**config.mk**
```make
export PLATFORM = sky130hd
export DESIGN_NAME = murmur3_32_bucket_hash
export DESIGN_NICKNAME = d
export VERILOG_FILES = /design/src/mm3b_pkg.sv /design/src/mm3b_front.sv /design/src/mm3b_queue.sv /design/src/mm3b_back.sv /design/src/murmur3_32_bucket_hash.sv
export SDC_FILE = /design/constraint.sdc
export NUM_CORES = 2
export LEC_CHECK = 0
export ABC_AREA = 1
export CORE_ASPECT_RATIO = 0.5
export CORE_MARGIN = 2
export CORE_UTILIZATION = 45
export CTS_CLUSTER_DIAMETER = 150
export CTS_CLUSTER_SIZE = 14
export DETAILED_ROUTE_END_ITERATION = 7
export DONT_BUFFER_PORTS = 1
export PLACE_DENSITY = 0.7
export SLEW_MARGIN = 40
export SYNTH_ARGS = -nofsm -noshare
export SYNTH_HDL_FRONTEND = slang
export SYNTH_HIERARCHICAL = 1
export SYNTH_SLANG_ARGS = --single-unit
```
**constraint.sdc**
```tcl
create_clock -name clk -period 6.65 [get_ports clk]
set_input_delay 1.6625 -clock clk [delete_from_list [all_inputs] [get_ports clk]]
set_output_delay 1.6625 -clock clk [all_outputs]
set_load 0.01 [all_outputs]
```
**src/mm3b_pkg.sv**
```systemverilog
// Package: shared types and constants for the streaming MurmurHash3 bucket hash.
`default_nettype none

package mm3b_pkg;

	localparam logic [31:0] MIX_C1  = 32'hcc9e2d51;
	localparam logic [31:0] MIX_C2  = 32'h1b873593;
	localparam logic [31:0] MIX_ADD = 32'he6546b64;
	localparam logic [31:0] FIN_C1  = 32'h85ebca6b;
	localparam logic [31:0] FIN_C2  = 32'hc2b2ae35;

	localparam int unsigned Q_DEPTH = 4;
	localparam int unsigned Q_PTR_W = 2;
	localparam int unsigned Q_CNT_W = 3;

	localparam logic [2:0] FULL_BYTES = 3'd4;

	typedef struct packed {
		logic [31:0] data_word;
		logic [2:0]  valid_bytes;
		logic        last_word;
	} mm3b_in_t;

	typedef struct packed {
		logic [31:0] hash_value;
		logic [9:0]  bucket_index;
	} mm3b_out_t;

	// Mixing rule picked by the front end.
	typedef enum logic {
		CLS_TAIL,
		CLS_BODY
	} mm3b_cls_t;

	// One scrambled key word as it waits in the queue.
	typedef struct packed {
		logic [31:0] k;
		mm3b_cls_t   cls;
		logic [2:0]  nbytes;
		logic        last;
	} mm3b_word_t;

	// Back end sequencer states.
	typedef enum logic [2:0] {
		ST_MIX,
		ST_FIN1,
		ST_FIN2,
		ST_FIN3,
		ST_DIV,
		ST_REM,
		ST_OUT
	} mm3b_state_t;

endpackage

`default_nettype wire

```
**src/mm3b_front.sv**
```systemverilog
// Front end: accept key words, classify and mask them, and scramble them in three stages.
`default_nettype none

module mm3b_front (
	input  wire logic                  clk,
	input  wire logic                  arst_n,
	input  wire logic                  word_valid,
	output logic                       word_stall,
	input  wire mm3b_pkg::mm3b_in_t    word,
	output logic                       push,
	output mm3b_pkg::mm3b_word_t       push_data,
	input  wire logic                  q_full
);
	import mm3b_pkg::*;

	logic        v_s1, v_s2, v_s3;
	logic [31:0] word_s1, k_s2, k_s3;
	mm3b_cls_t   cls_s1, cls_s2, cls_s3;
	logic [2:0]  nb_s1, nb_s2, nb_s3;
	logic        last_s1, last_s2, last_s3;

	logic        freeze;
	logic        accept;
	logic [2:0]  nbytes;
	logic [31:0] mask;
	logic [31:0] k_rot;

	// Hold the whole pipe while the oldest item cannot enter the queue.
	assign freeze     = v_s3 && q_full;
	assign word_stall = freeze;
	assign accept     = word_valid && !freeze;
	assign push       = v_s3 && !q_full;

	always_comb begin
		if (!word.last_word) begin
			nbytes = FULL_BYTES;
		end else if (word.valid_bytes > FULL_BYTES) begin
			nbytes = FULL_BYTES;
		end else begin
			nbytes = word.valid_bytes;
		end
		case (nbytes)
			3'd0:    mask = 32'h0000_0000;
			3'd1:    mask = 32'h0000_00ff;
			3'd2:    mask = 32'h0000_ffff;
			3'd3:    mask = 32'h00ff_ffff;
			default: mask = 32'hffff_ffff;
		endcase
	end

	assign k_rot = {k_s2[16:0], k_s2[31:17]};

	always_ff @(posedge clk or negedge arst_n) begin
		if (!arst_n) begin
			v_s1 <= 1'b0;
			v_s2 <= 1'b0;
			v_s3 <= 1'b0;
		end else if (!freeze) begin
			v_s1 <= accept;
			v_s2 <= v_s1;
			v_s3 <= v_s2;
		end
	end

	always_ff @(posedge clk) begin
		if (!freeze) begin
			word_s1 <= word.data_word & mask;
			cls_s1  <= (nbytes == FULL_BYTES) ? CLS_BODY : CLS_TAIL;
			nb_s1   <= nbytes;
			last_s1 <= word.last_word;

			k_s2    <= word_s1 * MIX_C1;
			cls_s2  <= cls_s1;
			nb_s2   <= nb_s1;
			last_s2 <= last_s1;

			k_s3    <= k_rot * MIX_C2;
			cls_s3  <= cls_s2;
			nb_s3   <= nb_s2;
			last_s3 <= last_s2;
		end
	end

	assign push_data = '{k: k_s3, cls: cls_s3, nbytes: nb_s3, last: last_s3};

endmodule

`default_nettype wire

```
**src/mm3b_queue.sv**
```systemverilog
// Queue: short first-in first-out buffer of scrambled words between front and back.
`default_nettype none

module mm3b_queue (
	input  wire logic                  clk,
	input  wire logic                  arst_n,
	input  wire logic                  push,
	input  wire mm3b_pkg::mm3b_word_t  push_data,
	output logic                       full,
	input  wire logic                  pop,
	output mm3b_pkg::mm3b_word_t       head,
	output logic                       empty
);
	import mm3b_pkg::*;

	mm3b_word_t         slot_q [Q_DEPTH];
	logic [Q_PTR_W-1:0] wr_q, rd_q;
	logic [Q_CNT_W-1:0] cnt_q;

	assign full  = (cnt_q == Q_CNT_W'(Q_DEPTH));
	assign empty = (cnt_q == '0);
	assign head  = slot_q[rd_q];

	always_ff @(posedge clk) begin
		if (push) begin
			slot_q[wr_q] <= push_data;
		end
	end

	always_ff @(posedge clk or negedge arst_n) begin
		if (!arst_n) begin
			wr_q  <= '0;
			rd_q  <= '0;
			cnt_q <= '0;
		end else begin
			if (push) begin
				wr_q <= wr_q + 1'b1;
			end
			if (pop) begin
				rd_q <= rd_q + 1'b1;
			end
			case ({push, pop})
				2'b10:   cnt_q <= cnt_q + 1'b1;
				2'b01:   cnt_q <= cnt_q - 1'b1;
				default: cnt_q <= cnt_q;
			endcase
		end
	end

	a_cnt_bound: assert property (@(posedge clk) disable iff (!arst_n)
		cnt_q <= Q_CNT_W'(Q_DEPTH))
		else $error("queue count beyond depth");

	a_no_overflow: assert property (@(posedge clk) disable iff (!arst_n)
		!(push && full))
		else $error("push into full queue");

	a_no_underflow: assert property (@(posedge clk) disable iff (!arst_n)
		!(pop && empty))
		else $error("pop from empty queue");

endmodule

`default_nettype wire

```
**src/mm3b_back.sv**
```systemverilog
// Back end: running hash update, length fold, finalizer, bucket remainder and result register.
`default_nettype none

module mm3b_back #(
	parameter int unsigned TABLE_BUCKETS = 1024
) (
	input  wire logic                  clk,
	input  wire logic                  arst_n,
	input  wire logic [31:0]           seed,
	input  wire mm3b_pkg::mm3b_word_t  head,
	input  wire logic                  empty,
	output logic                       pop,
	output logic                       hash_valid,
	input  wire logic                  hash_stall,
	output mm3b_pkg::mm3b_out_t        hash
);
	import mm3b_pkg::*;

	localparam int unsigned RW = $clog2(TABLE_BUCKETS) + 1;
	localparam int unsigned TW = RW + 1;
	localparam logic [TW-1:0] NB = TW'(TABLE_BUCKETS);
	localparam logic [31:0] NB32 = 32'(TABLE_BUCKETS);
	// floor((2^32 - 1) / N): the quotient estimate comes out exact or one short
	localparam logic [31:0] RECIP = 32'(64'h0000_0000_ffff_ffff / 64'(TABLE_BUCKETS));

	mm3b_state_t state_q, state_d;
	logic [31:0] h_q, cnt_q;
	logic        open_q;
	logic [31:0] quo_q;
	logic [RW-1:0] rem_q;
	logic        out_valid_q;
	mm3b_out_t   out_q;

	logic [31:0] h_base, cnt_base, hx, hr, h_mix, cnt_new;
	logic [31:0] f1, f2, f3;
	logic [63:0] prod;
	logic [31:0] back_mul, r_full;
	logic [TW-1:0] rem_wide;
	logic [RW-1:0] rem_next;
	logic [RW+9:0] rem_ext;
	logic        out_load;

	// Datapath terms
	always_comb begin
		h_base   = open_q ? h_q : seed;
		cnt_base = open_q ? cnt_q : 32'd0;
		hx       = h_base ^ head.k;
		hr       = {hx[18:0], hx[31:19]};
		h_mix    = (hr << 2) + hr + MIX_ADD;
		cnt_new  = cnt_base + 32'(head.nbytes);
		f1       = h_q ^ cnt_q;
		f1       = f1 ^ (f1 >> 16);
		f2       = h_q ^ (h_q >> 13);
		f3       = h_q ^ (h_q >> 16);
		// Remainder by reciprocal: estimate the quotient, multiply back, fix up once.
		prod     = {32'd0, h_q} * {32'd0, RECIP};
		back_mul = quo_q * NB32;
		r_full   = h_q - back_mul;
		rem_wide = {1'b0, rem_q};
		if (rem_wide >= NB) begin
			rem_next = RW'(rem_wide - NB);
		end else begin
			rem_next = rem_q;
		end
		rem_ext  = {10'd0, rem_next};
	end

	// Sequencer
	always_comb begin
		state_d  = state_q;
		pop      = 1'b0;
		out_load = 1'b0;
		case (state_q)
			ST_MIX: begin
				if (!empty) begin
					pop = 1'b1;
					if (head.last) begin
						state_d = ST_FIN1;
					end
				end
			end
			ST_FIN1: state_d = ST_FIN2;
			ST_FIN2: state_d = ST_FIN3;
			ST_FIN3: state_d = ST_DIV;
			ST_DIV:  state_d = ST_REM;
			ST_REM:  state_d = ST_OUT;
			ST_OUT: begin
				if (!out_valid_q || !hash_stall) begin
					out_load = 1'b1;
					state_d  = ST_MIX;
				end
			end
			default: state_d = ST_MIX;
		endcase
	end

	always_ff @(posedge clk or negedge arst_n) begin
		if (!arst_n) begin
			state_q     <= ST_MIX;
			h_q         <= '0;
			cnt_q       <= '0;
			open_q      <= 1'b0;
			out_valid_q <= 1'b0;
		end else begin
			state_q <= state_d;
			case (state_q)
				ST_MIX: begin
					if (pop) begin
						h_q    <= (head.cls == CLS_BODY) ? h_mix : hx;
						cnt_q  <= cnt_new;
						open_q <= !head.last;
					end
				end
				ST_FIN1: h_q <= f1 * FIN_C1;
				ST_FIN2: h_q <= f2 * FIN_C2;
				ST_FIN3: h_q <= f3;
				default: h_q <= h_q;
			endcase
			if (out_load) begin
				out_valid_q <= 1'b1;
			end else if (!hash_stall) begin
				out_valid_q <= 1'b0;
			end
		end
	end

	always_ff @(posedge clk) begin
		if (state_q == ST_DIV) begin
			quo_q <= prod[63:32];
		end
		if (state_q == ST_REM) begin
			rem_q <= r_full[RW-1:0];
		end
		if (out_load) begin
			out_q.hash_value   <= h_q;
			out_q.bucket_index <= rem_ext[9:0];
		end
	end

	assign hash_valid = out_valid_q;
	assign hash       = out_q;

	a_rem_bound: assert property (@(posedge clk) disable iff (!arst_n)
		(state_q == ST_OUT) |-> (TW'(rem_next) < NB))
		else $error("bucket remainder out of range");

endmodule

`default_nettype wire

```
**src/murmur3_32_bucket_hash.sv**
```systemverilog
// Top level: streaming MurmurHash3 x86_32 with bucket index, seed register and wiring.
//
//  channel   | handshake                | payload
//  ----------+--------------------------+--------------------------------------
//  word in   | word_valid / word_stall  | word: data_word, valid_bytes, last_word
//  hash out  | hash_valid / hash_stall  | hash: hash_value, bucket_index
//  seed cfg  | seed_we                  | seed_wdata
//
// A word passes through the front end registers (mask, multiply, rotate and
// multiply) before it enters a four-entry queue.
// The back end mixes one queued word per cycle while in ST_MIX with the queue not
// empty; a last word then passes the finalizer states ST_FIN1, ST_FIN2 and ST_FIN3,
// the bucket remainder states ST_DIV (reciprocal multiply) and ST_REM (multiply back
// and subtract), and ST_OUT, which loads the result register once it is free.
// Reset clears all control state and the seed at once; there is no clearing pass.
// A stalled result sits in its register while the front end keeps accepting
// words until the queue is full and a word waits in the last front end stage; then word_stall rises.
`default_nettype none

module murmur3_32_bucket_hash #(
	parameter int unsigned TABLE_BUCKETS = 1024
) (
	input  wire logic                 clk,
	input  wire logic                 arst_n,
	input  wire logic                 seed_we,
	input  wire logic [31:0]          seed_wdata,
	input  wire logic                 word_valid,
	output logic                      word_stall,
	input  wire mm3b_pkg::mm3b_in_t   word,
	output logic                      hash_valid,
	input  wire logic                 hash_stall,
	output mm3b_pkg::mm3b_out_t       hash
);
	import mm3b_pkg::*;

	logic [31:0] seed_q;
	logic        push, q_full, pop, q_empty;
	mm3b_word_t  push_data, q_head;

	// Capture the seed; the back end loads it at the start of each key.
	always_ff @(posedge clk or negedge arst_n) begin
		if (!arst_n) begin
			seed_q <= '0;
		end else if (seed_we) begin
			seed_q <= seed_wdata;
		end
	end

	// Front end: accept, classify and scramble.
	mm3b_front u_front (
		.clk        (clk),
		.arst_n     (arst_n),
		.word_valid (word_valid),
		.word_stall (word_stall),
		.word       (word),
		.push       (push),
		.push_data  (push_data),
		.q_full     (q_full)
	);

	// Decouple the two sides.
	mm3b_queue u_queue (
		.clk       (clk),
		.arst_n    (arst_n),
		.push      (push),
		.push_data (push_data),
		.full      (q_full),
		.pop       (pop),
		.head      (q_head),
		.empty     (q_empty)
	);

	// Back end: advance the running hash, finalize and emit.
	mm3b_back #(
		.TABLE_BUCKETS (TABLE_BUCKETS)
	) u_back (
		.clk        (clk),
		.arst_n     (arst_n),
		.seed       (seed_q),
		.head       (q_head),
		.empty      (q_empty),
		.pop        (pop),
		.hash_valid (hash_valid),
		.hash_stall (hash_stall),
		.hash       (hash)
	);

endmodule

`default_nettype wire

```
==> metrics.yaml <==
clk_latency_ns: 0.63
wire_per_inst_um: 19.5
cp-end-kind: "flip-flop"
critPathMaxStageDelay_ns: 0.56
synth_top_area_cell: "fa_1"
synth.area.top_cells: "fa_1 (25%), ha_1 (19%), edfxtp_1 (17%)"
cts_tree: "yes"
worstPathArrival_ns: 7.42
hp-class: "flip-flop to flip-flop"
final_cells: 8415
dieArea_um2: 128000
die_w_um: 505
areaGrowthSynthToFinish_pct: 16.0
finalClockSkew_ns: 0.0537
overflow: 0
timing.fmax_mhz: 145
synth_seq_cells: 422
nets: 8335
routed_wl_mm: 164
vias: 42700
dp_hpwl_mm: 139
cp_max_fo: 4
port_buffers: 0
worst_pin_slew_ns: 0.922
yosysWarnings: 6
drv_cap: 0
synth_ff_type: "edfxtp_1"
cts_buffer_depth: 3
synth_edf_count: 311
drive_gt1_frac: 0.156
core-area_um2: 124000
synth.avg_cell_area_um2: 9.14
clk_pin_slew_ns: 0.09
dr.pass1.iters: 8
cpMostUsedCell: "fa_1"
finalHoldViolCount: 0
status: "complete, but fails checks"
worstPathRequired_ns: 7.19
drt_iter0_drc: 3516
htree_levels: 2
startpoint_type: "flip-flop"
rows: 91
grt_first_pass_wirelength_mm: 250
path_buf_inv: 6
synth_cells: 6170
cts_made_buffers: 36
place_ws_ns: -0.456
yosysUniqueCellTypes: 75
gp_congestion: 1.04
rsz0062_at_grt: "yes"
setup_violations: 9
maxSlewViolCount: 0
fin_crit_sh: 1.03
synth_area_um2: 56400
start_util: 0.456
die_h_um: 254
synth_common_cells: "inv_1 (1,667), nand2_1 (1,021), ha_1 (841)"
viasPerCell: 5.07
final_antenna_net_count: 0
stdcell_area_um2: 65500
ys_seq_area_frac: 0.215
cp_top_family: "adder cells"
grt_start_max_net_pins: 112
clock_sinks: 422
period_needed_ns: 6.88
fin_ws_ns: -0.230
async_reset_ff_frac: 0.263
synth_most_common_cell: "inv_1"
ioPinCount: 117
cts-root-buf: "clkbuf_16"
placed_area_um2: 62300
drc: 0
syn-num-nets: 7798
post-route-util: 0.529
grt_pass1_vias: 43300
violations: "negative setup slack"
synth_top_area_frac: 0.253
crit_type: "flip-flop to flip-flop"
track_usage: 0.256
cp_slowest_cell: "fa_2"
antenna_found_initial: 5
relSlewSlack: 0.384
dp.cells: 8305
cell type report:
| type | instances | area (um2) |
|---|---|---|
| Timing Repair Buffer | 590 | 4580 |
| Fill cell | 11100 | 58300 |
| Sequential cell | 422 | 12100 |
| Tap cell | 1674 | 2090 |
| Clock inverter | 6 | 108 |
| Antenna cell | 7 | 17.5 |
| Clock buffer | 59 | 987 |
| Multi-Input combinational cell | 3965 | 39200 |
| Inverter | 1692 | 6370 |
flip-flops by register name, summed over array words and instances, names as in the netlist, 2 cells and up:
register,count
u_queue/slot_q,148
u_back/hash,42
seed_q,32
u_back/cnt_q,32
u_back/h_q,32
u_front/k_s2,32
u_front/k_s3,32
u_front/word_s1,32
u_back/rem_q,10
u_back/state_q,3
u_front/nb_s1,3
u_front/nb_s2,3
u_front/nb_s3,3
u_queue/cnt_q,3
u_queue/rd_q,2
u_queue/wr_q,2
path summary, 6_finish.rpt:
path,to,startpoint,cells after the start,slack [ns]
max,u_back/h_q[28],u_back/h_q[26],27,-0.23
min reg2reg,u_back/hash[1],u_back/rem_q[1],0,0.42
min in group asynchronous,u_back/cnt_q[13],arst_n,0,0.74
max reg2reg,u_back/h_q[28],u_back/h_q[26],27,-0.23
max in group asynchronous,u_queue/rd_q[0],arst_n,0,5.70
min,u_back/hash[1],u_back/rem_q[1],0,0.42
placed cells by master (no fill, tap or decap), types with 15 or more instances in the layout:
master / instances
nand2_1: 990
buf_6: 18
xor2_2: 15
clkbuf_1: 23
inv_1: 1634
nand2_2: 52
o21ai_0: 93
ha_4: 51
a21oi_1: 160
inv_2: 50
nor2_2: 18
o21ai_1: 54
nor3_1: 24
clkbuf_16: 36
o21ai_2: 18
nand4_1: 38
edfxtp_1: 311
nand3_2: 20
fa_1: 696
o21bai_1: 23
dfrtp_1: 99
o211ai_1: 80
ha_1: 782
nor2_1: 187
fa_2: 18
xor2_1: 126
a21oi_2: 27
nor2_4: 20
xnor2_1: 102
a21o_1: 18
buf_4: 565
nand3_1: 149
timing repair:
action | 4_1_cts | 5_1_grt
setup buffers | 24 | 20
hold buffers | 0 | 0
setup endpoints to repair | 17 | 22
resized for setup | 177 | 199
pin swaps | 52 | 88
logic make-up (layout without fill, tap and decap cells):
kind of cell | count (synthesis) | after routing | share of synthesized area
buffers and inverters | 1783 | 2347 | 0.123
AND/OR/NAND/NOR | 1581 | 1581 | 0.119
adder cells (fa/ha/maj) | 1555 | 1555 | 0.440
AO/OA/AOI/OAI | 563 | 563 | 0.0616
flip-flops | 422 | 422 | 0.215
XOR/XNOR | 266 | 266 | 0.0417
other | 0 | 7 | 0
through the flow:
stage,TNS [ns],hold WS [ns]
after CTS,-0.815,0.420
after global routing,-3.85,0.425
after detailed placement,-4.40,0.405
after floorplan,-0.00364,0.400
after global placement,-3.89,0.401
final,-1.38,0.420
routing by layer:
layer / global-route usage / routed length, um / vias up
met5: 0 / 0 / -
met4: 0.0744 / 6030 / 0
met3: 0.0598 / 13900 / 338
met2: 0.409 / 72900 / 1460
met1: 0.347 / 70900 / 20700
li1: - / - / 20200
Power is left out: the tool's default activity adds up to more than one toggle a clock period on the data nets, which glitch-free logic cannot reach.
